===== src/scrd_pkg.sv =====
`default_nettype none
// ----------------------------------------------------------------------------
// scrd_pkg: shared types and constants of the response deframer
// Word layouts of both channels, status and request codes, framing constants.
// ----------------------------------------------------------------------------
package scrd_pkg;

    // input word
    typedef struct packed {
        logic       req_type;
        logic [7:0] rx_byte;
    } t_in_word;

    // output word
    typedef struct packed {
        logic        kind;
        logic [7:0]  param_byte;
        logic [15:0] param_index;
        logic [2:0]  status;
        logic [7:0]  confirm_code;
        logic [15:0] param_count;
        logic        frame_done;
    } t_out_word;

    // request codes
    localparam logic REQ_BYTE    = 1'b0;
    localparam logic REQ_RESTART = 1'b1;

    // output kinds
    localparam logic KIND_PARAM  = 1'b0;
    localparam logic KIND_RESULT = 1'b1;

    // frame status codes
    localparam logic [2:0] ST_OK         = 3'd0;
    localparam logic [2:0] ST_BAD_HEADER = 3'd1;
    localparam logic [2:0] ST_BAD_ID     = 3'd2;
    localparam logic [2:0] ST_BAD_LENGTH = 3'd3;
    localparam logic [2:0] ST_BAD_SUM    = 3'd4;

    // configuration register indexes
    localparam logic CFG_IDX_PACKET_ID  = 1'b0;
    localparam logic CFG_IDX_MAX_LENGTH = 1'b1;

    // configuration reset values
    localparam logic [7:0]  RESET_PACKET_ID  = 8'h07;
    localparam logic [15:0] RESET_MAX_LENGTH = 16'd32;

    // header layout
    localparam logic [7:0]  HDR_BYTE0   = 8'hEF;
    localparam logic [7:0]  HDR_BYTE1   = 8'h01;
    localparam logic [15:0] POS_SYNC0   = 16'd0;
    localparam logic [15:0] POS_SYNC1   = 16'd1;
    localparam logic [15:0] POS_ID      = 16'd6;
    localparam logic [15:0] POS_LEN_HI  = 16'd7;
    localparam logic [15:0] POS_HDR_END = 16'd8;
    localparam logic [15:0] MIN_LENGTH  = 16'd3;

endpackage : scrd_pkg

`default_nettype wire


===== src/sum_checked_response_deframer.sv =====
`default_nettype none
// ----------------------------------------------------------------------------
// sum_checked_response_deframer: response frame parser with 16-bit sum check
// Usage:
//   Input channel (i_in_valid / i_in_data / o_in_stall): one word per received
//   byte, or a restart word that drops any partial frame. A word is taken on a
//   clock edge with valid high and stall low.
//   Output channel (o_out_valid / o_out_data / i_out_stall): parameter bytes as
//   they arrive, then one frame result word (frame_done set) per frame or per
//   rejected header. Parameters are only good if that result says ok.
//   Config port (i_cfg_we / i_cfg_idx / i_cfg_data): index 0 packet id, index 1
//   max length. Write only while idle.
// A result is registered: it enters the output register as its word is taken.
// Throughput: one word per cycle unless a held result stalls; parser state
//   updates in one pass; the output register refills in the cycle it drains.
// Reset (synchronous, i_rst_n low): framing state cleared, output empty,
//   packet id back to 0x07 and max length back to 32.
// Stall: a held result word with i_out_stall high raises o_in_stall; words
//   that give no result still need the output free before being taken.
// ----------------------------------------------------------------------------
module sum_checked_response_deframer
    import scrd_pkg::*;
(
    input  wire logic        i_clk,
    input  wire logic        i_rst_n,
    // input channel
    input  wire logic        i_in_valid,
    input  wire t_in_word    i_in_data,
    output logic             o_in_stall,
    // output channel
    output logic             o_out_valid,
    output t_out_word        o_out_data,
    input  wire logic        i_out_stall,
    // configuration
    input  wire logic        i_cfg_we,
    input  wire logic        i_cfg_idx,
    input  wire logic [15:0] i_cfg_data
);

    logic [7:0]  r_pkt_id;
    logic [15:0] r_max_length;
    logic        w_fire;
    logic        w_busy;
    logic        w_res_valid;
    t_out_word   w_res;

    // word taken whenever the result register can take what it produces
    assign o_in_stall = w_busy;
    assign w_fire     = i_in_valid && !w_busy;

    // configuration registers
    always_ff @(posedge i_clk) begin
        if (!i_rst_n) begin
            r_pkt_id     <= RESET_PACKET_ID;
            r_max_length <= RESET_MAX_LENGTH;
        end else if (i_cfg_we) begin
            unique case (i_cfg_idx)
                CFG_IDX_PACKET_ID: begin
                    r_pkt_id <= i_cfg_data[7:0];
                end
                CFG_IDX_MAX_LENGTH: begin
                    r_max_length <= i_cfg_data;
                end
            endcase
        end
    end

    scrd_parser u_parser (
        .i_clk        (i_clk),
        .i_rst_n      (i_rst_n),
        .i_fire       (w_fire),
        .i_word       (i_in_data),
        .i_packet_id  (r_pkt_id),
        .i_max_length (r_max_length),
        .o_res_valid  (w_res_valid),
        .o_res        (w_res)
    );

    scrd_out_reg u_out_reg (
        .i_clk       (i_clk),
        .i_rst_n     (i_rst_n),
        .i_fire      (w_fire),
        .i_res_valid (w_res_valid),
        .i_res       (w_res),
        .i_stall     (i_out_stall),
        .o_busy      (w_busy),
        .o_valid     (o_out_valid),
        .o_word      (o_out_data)
    );

endmodule : sum_checked_response_deframer

`default_nettype wire


===== src/scrd_parser.sv =====
`default_nettype none
// ----------------------------------------------------------------------------
// scrd_parser: frame state and per-byte decode
// Holds the framing state and works out, for each accepted word, the next
// state and the optional result word in one pass.
// ----------------------------------------------------------------------------
module scrd_parser
    import scrd_pkg::*;
(
    input  wire logic        i_clk,
    input  wire logic        i_rst_n,
    input  wire logic        i_fire,
    input  wire t_in_word    i_word,
    input  wire logic [7:0]  i_packet_id,
    input  wire logic [15:0] i_max_length,
    output logic             o_res_valid,
    output t_out_word        o_res
);

    logic        r_in_body,   n_in_body;
    logic [15:0] r_byte_pos,  n_byte_pos;
    logic [15:0] r_frame_len, n_frame_len;
    logic [15:0] r_sum,       n_sum;
    logic [7:0]  r_chk_high,  n_chk_high;
    logic [7:0]  r_confirm,   n_confirm;
    logic        r_hdr_fault, n_hdr_fault;
    logic        r_id_fault,  n_id_fault;

    logic [7:0]  w_b;
    logic [15:0] w_len_full;
    logic [15:0] w_sum_add;
    logic        w_is_last;
    logic        w_is_chk_high;

    assign w_b           = i_word.rx_byte;
    assign w_len_full    = r_frame_len | {8'd0, w_b};
    assign w_sum_add     = r_sum + {8'd0, w_b};
    assign w_is_last     = (r_byte_pos == (r_frame_len - 16'd1));
    assign w_is_chk_high = (r_byte_pos == (r_frame_len - 16'd2));

    always_comb begin
        n_in_body   = r_in_body;
        n_byte_pos  = r_byte_pos;
        n_frame_len = r_frame_len;
        n_sum       = r_sum;
        n_chk_high  = r_chk_high;
        n_confirm   = r_confirm;
        n_hdr_fault = r_hdr_fault;
        n_id_fault  = r_id_fault;
        o_res_valid = 1'b0;
        o_res       = '0;

        if (i_word.req_type == REQ_RESTART) begin
            n_in_body   = 1'b0;
            n_byte_pos  = '0;
            n_frame_len = '0;
            n_sum       = '0;
            n_chk_high  = '0;
            n_confirm   = '0;
            n_hdr_fault = 1'b0;
            n_id_fault  = 1'b0;
        end else if (!r_in_body) begin
            if (r_byte_pos == POS_SYNC0 && w_b != HDR_BYTE0) begin
                n_hdr_fault = 1'b1;
            end
            if (r_byte_pos == POS_SYNC1 && w_b != HDR_BYTE1) begin
                n_hdr_fault = 1'b1;
            end
            if (r_byte_pos == POS_ID) begin
                if (w_b != i_packet_id) begin
                    n_id_fault = 1'b1;
                end
                n_sum = {8'd0, w_b};
            end
            if (r_byte_pos == POS_LEN_HI) begin
                n_frame_len = {w_b, 8'd0};
                n_sum       = w_sum_add;
            end
            if (r_byte_pos == POS_HDR_END) begin
                // header complete: judge it, faults in priority order
                n_frame_len = w_len_full;
                n_sum       = w_sum_add;
                n_byte_pos  = '0;
                o_res.kind       = KIND_RESULT;
                o_res.frame_done = 1'b1;
                if (r_hdr_fault) begin
                    o_res.status = ST_BAD_HEADER;
                    o_res_valid  = 1'b1;
                end else if (r_id_fault) begin
                    o_res.status = ST_BAD_ID;
                    o_res_valid  = 1'b1;
                end else if (w_len_full < MIN_LENGTH || w_len_full > i_max_length) begin
                    o_res.status = ST_BAD_LENGTH;
                    o_res_valid  = 1'b1;
                end
                if (o_res_valid) begin
                    n_in_body   = 1'b0;
                    n_frame_len = '0;
                    n_sum       = '0;
                    n_chk_high  = '0;
                    n_confirm   = '0;
                    n_hdr_fault = 1'b0;
                    n_id_fault  = 1'b0;
                end else begin
                    n_in_body = 1'b1;
                end
            end else begin
                n_byte_pos = r_byte_pos + 16'd1;
            end
        end else begin
            if (w_is_last) begin
                o_res_valid      = 1'b1;
                o_res.kind       = KIND_RESULT;
                o_res.frame_done = 1'b1;
                if ({r_chk_high, w_b} == r_sum) begin
                    o_res.status       = ST_OK;
                    o_res.confirm_code = r_confirm;
                    o_res.param_count  = r_frame_len - MIN_LENGTH;
                end else begin
                    o_res.status = ST_BAD_SUM;
                end
                n_in_body   = 1'b0;
                n_byte_pos  = '0;
                n_frame_len = '0;
                n_sum       = '0;
                n_chk_high  = '0;
                n_confirm   = '0;
                n_hdr_fault = 1'b0;
                n_id_fault  = 1'b0;
            end else begin
                n_byte_pos = r_byte_pos + 16'd1;
                if (w_is_chk_high) begin
                    n_chk_high = w_b;
                end else begin
                    n_sum = w_sum_add;
                    if (r_byte_pos == '0) begin
                        n_confirm = w_b;
                    end else begin
                        o_res_valid       = 1'b1;
                        o_res.kind        = KIND_PARAM;
                        o_res.param_byte  = w_b;
                        o_res.param_index = r_byte_pos - 16'd1;
                    end
                end
            end
        end
    end

    always_ff @(posedge i_clk) begin
        if (!i_rst_n) begin
            r_in_body   <= 1'b0;
            r_byte_pos  <= '0;
            r_frame_len <= '0;
            r_sum       <= '0;
            r_chk_high  <= '0;
            r_confirm   <= '0;
            r_hdr_fault <= 1'b0;
            r_id_fault  <= 1'b0;
        end else if (i_fire) begin
            r_in_body   <= n_in_body;
            r_byte_pos  <= n_byte_pos;
            r_frame_len <= n_frame_len;
            r_sum       <= n_sum;
            r_chk_high  <= n_chk_high;
            r_confirm   <= n_confirm;
            r_hdr_fault <= n_hdr_fault;
            r_id_fault  <= n_id_fault;
        end
    end

endmodule : scrd_parser

`default_nettype wire


===== src/scrd_out_reg.sv =====
`default_nettype none
// ----------------------------------------------------------------------------
// scrd_out_reg: result register
// Holds one result word for the receiver; refills in the cycle it drains.
// ----------------------------------------------------------------------------
module scrd_out_reg
    import scrd_pkg::*;
(
    input  wire logic      i_clk,
    input  wire logic      i_rst_n,
    input  wire logic      i_fire,
    input  wire logic      i_res_valid,
    input  wire t_out_word i_res,
    input  wire logic      i_stall,
    output logic           o_busy,
    output logic           o_valid,
    output t_out_word      o_word
);

    logic      r_valid;
    t_out_word r_word;

    // busy while a word sits here and the receiver is not taking it
    assign o_busy  = r_valid && i_stall;
    assign o_valid = r_valid;
    assign o_word  = r_word;

    always_ff @(posedge i_clk) begin
        if (!i_rst_n) begin
            r_valid <= 1'b0;
        end else if (!o_busy) begin
            r_valid <= i_fire && i_res_valid;
        end
    end

    always_ff @(posedge i_clk) begin
        if (!o_busy && i_fire) begin
            r_word <= i_res;
        end
    end

endmodule : scrd_out_reg

`default_nettype wire


===== config.mk =====
export PLATFORM = sky130hd
export DESIGN_NAME = sum_checked_response_deframer
export DESIGN_NICKNAME = d
export VERILOG_FILES = /design/src/scrd_pkg.sv /design/src/sum_checked_response_deframer.sv /design/src/scrd_parser.sv /design/src/scrd_out_reg.sv
export SDC_FILE = /design/constraint.sdc
export NUM_CORES = 1
export LEC_CHECK = 0
export ABC_AREA = 1
export BUFFER_PORTS_ARGS = -buffer_cell sky130_fd_sc_hd__buf_2
export CAP_MARGIN = 10
export CORE_MARGIN = 2
export CORE_UTILIZATION = 35
export DETAILED_ROUTE_END_ITERATION = 8
export PLACE_DENSITY_LB_ADDON = 0.05
export SLEW_MARGIN = 20
export SYNTH_ARGS = -nofsm -noshare
export SYNTH_HDL_FRONTEND = slang
export SYNTH_SLANG_ARGS = --single-unit

===== constraint.sdc =====
create_clock -name i_clk -period 4.3 [get_ports i_clk]
set_clock_uncertainty 0.2 [all_clocks]
set_input_delay 0.86 -clock i_clk [delete_from_list [all_inputs] [get_ports i_clk]]
set_output_delay 0.86 -clock i_clk [all_outputs]
set_load 0.05 [all_outputs]

==> impl_metrics.tcl <==
set metrics [dict create \
    status "complete, no violations" \
    ctsHoldBuffers 0 \
    die_h_um 163 \
    avgViaCountPerCell 4.80 \
    synth_edf_count 52 \
    finalCriticalPeriod_ns 3.65 \
    htreeDepth 4 \
    power_leakage_nw 4.64 \
    grt_pass1_vias 7494 \
    fp.dieW_um 163 \
    netlist_instances 1231 \
    p_per_area_nw_per_um2 357 \
    cts_made_buffers 17 \
    clkTransAtPathRegs_ns 0.08 \
    worstMarginPinSlew_ns 0.810 \
    async_flop_share_pct 0 \
    antenna_found_initial 0 \
    crit_slowest_cell "dfxtp_1" \
    synthFlopType "dfxtp_1" \
    crit_path_start_kind "flip-flop" \
    wl_um 26200 \
    worstPathMaxFanout 24 \
    endpoint_kind "flip-flop" \
    start_util_pct 35.4 \
    path_common_cell "nand2_1" \
    fin_nets 1360 \
    yosysWarnings 0 \
    place_congestion 0.838 \
    crit_chain "inv_2, ha_1, inv_1, nand2_1, nand2_1, nand2_1, nor2_1, nand2_1, nor2_1, nand3_1, nor3_1, nand2_2, nand3_2, or2_1, or2_1, buf_4, a21oi_1" \
    hold_viol 0 \
    fin_util_pct 40.4 \
    drtAntennaViolNets 0 \
    firstDrtPassIters 7 \
    io_buffers 85 \
    synth.largest_area_cell "dfxtp_1" \
    cts-resized-gates 0 \
    num_vias 7873 \
    row_count 58 \
    fin_area_um2 10100 \
    yosysTopAreaCellShare_pct 20.8 \
    core_area_um2 25000 \
    num_antenna_cells 0 \
    die_area_um2 26500 \
    ir_worst_vdd_mv 0.204 \
    fmax_ghz 0.274 \
    setup_tns_ns 0 \
    cts_root_buffer "clkbuf_16" \
    cts_sinks 144 \
    cellInternalPower_mw 2.46 \
    rsz0062_at_grt "no" \
    synth.area.top_cells "dfxtp_1 21%, edfxtp_1 18%, nand2_1 12%, nor2_1 6.9%, inv_1 6.3%" \
    wl_per_cell_um 16.0 \
    hold_ws_ns 0.263 \
    cpPeakStageDelay_ns 0.57 \
    detailedRoute.firstIterationViolations 607 \
    final_layout_size_suffix_gt1_share_pct 14.4 \
    clk_latency_ns 0.43 \
    crit_type "flip-flop to flip-flop" \
    ios 86 \
    pwr-share-comb_pct 16.1 \
    maxSlewHeadroom_pct 45.8 \
    yosys-top-cells-count "272 x nand2_1, 163 x nor2_1, 149 x inv_1, 92 x dfxtp_1" \
    maxCapViolations 0 \
    seqPwrFrac_pct 41.4 \
    synth_most_common_cell "nand2_1" \
    synth_fp_nets 1295 \
    grt-ovfl-total 0 \
    swShare_pct 31.7 \
    hold_class "flip-flop to flip-flop" \
    avgSynthCellArea_um2 7.18 \
    setup_viol 0 \
    area_growth_pct 14.0 \
    p_clk_share_pct 42.5 \
    ys_seq_area_share_pct 38.5 \
    power_mw 3.60 \
    ys_types 43 \
    slew_viol_final 0 \
    required_ns 4.26 \
    grt_pass1_wl_um 41500 \
    min_period_over_period_pct 84.8 \
    cts.path.max_buffers 2 \
    synth.cell_area_um2 8840 \
    track_usage_pct 20.4 \
    synth_seq_cells 144 \
    post-cts-setup-buffers 0 \
    fill_cells 2724 \
    grt_max_degree 48 \
    dpl-instance-area_um2 9480 \
    cp.arrival_ns 3.61 \
    cts_tree "yes" \
    dpl.hpwl_um 19700 \
    switching_power_mw 1.14 \
    drc 0 \
]
[metrics by stage]
step                std cells  setup WS (ns)
global placement         1607          0.539
global route             1639          0.327
CTS                      1639          0.686
floorplan                1231          0.917
detailed placement       1607          0.486
finish                   1639          0.652
[metal layers]
layer  global-route usage [%]  vias up  share of wire (%)
met5                        0        -                  0
met4                     5.79        0                2.0
met3                     3.46       30                2.9
met2                     32.7      138                 46
met1                     28.2     3604                 49
li1                         -     4101                  -
[path summary, 6_finish.rpt]
check | slack (ns) | startpoint | cells after the start | endpoint
worst max register to register | 0.65 | u_parser.r_frame_len[0] | 17 | u_out_reg.o_word[33]
worst max-delay path | 0.65 | u_parser.r_frame_len[0] | 17 | u_out_reg.o_word[33]
worst min register to register | 0.26 | r_max_length[4] | 2 | r_max_length[4]
worst min-delay path | 0.26 | r_max_length[4] | 2 | r_max_length[4]
[flip-flops by register name, indices dropped and copies added (netlist names), 8 cells and up]
register              count
u_out_reg.o_word         52
r_max_length             16
u_parser.r_byte_pos      16
u_parser.r_frame_len     16
u_parser.r_sum           16
r_pkt_id                  8
u_parser.r_chk_high       8
u_parser.r_confirm        8
[logic make-up after synthesis]
| kind of cell | count (synthesis) | share of synthesized area, % |
|---|---|---|
| AO/OA/AOI/OAI | 165 | 10.0 |
| flip-flops | 144 | 38.5 |
| XOR/XNOR | 60 | 5.95 |
| adder cells (fa/ha/maj) | 33 | 4.76 |
| buffers and inverters | 207 | 9.68 |
| AND/OR/NAND/NOR | 622 | 31.1 |
[worst max-delay path: cells and delay by family, from the launching register on]
family,cells,cell delay (ns)
adder cells (fa/ha/maj),1,0.36
buffers and inverters,3,0.60
AND/OR/NAND/NOR,12,1.56
AO/OA/AOI/OAI,1,0.07
flip-flops,1,0.57
[power groups by stage]
stage	sequential (mW)	combinational (mW)	clock (mW)
6_report	1.49	0.580	1.53
5_1_grt	1.49	0.657	1.62
4_1_cts	1.49	0.584	1.58
3_5_place_dp	1.52	0.581	0
3_3_place_gp	1.52	0.581	0
2_1_floorplan	1.57	0.372	0
[layout by cell type, fill, tap and decap left out, types with 2 or more instances in the layout]
cell,count
a211oi_1,2
a21oi_1,84
a21oi_2,3
buf_2,85
buf_4,9
clkbuf_16,17
clkinv_4,2
dfxtp_1,92
edfxtp_1,52
ha_1,32
inv_1,148
inv_2,10
inv_6,6
inv_8,4
nand2_1,272
nand2_2,8
nand3_1,84
nand3_2,2
nand3b_1,2
nand4_1,24
nor2_1,163
nor2_2,20
nor2_4,10
nor3_1,12
nor4_1,13
o211ai_1,3
o21a_1,2
o21ai_0,57
o21ai_1,3
o22ai_1,5
or2_1,3
or2_2,8
xnor2_1,12
xor2_1,48
[layout make-up]
cell class	instances	area (µm²)	share of cell area, %
Clock buffer	17	425	4.22
Clock inverter	15	166	1.65
Inverter	159	597	5.92
Multi-Input combinational cell	880	4580	45.4
Sequential cell	144	3400	33.8
Tap cell	330	413	4.10
Timing Repair Buffer	94	493	4.89
(Power assumes the default switching activity.)
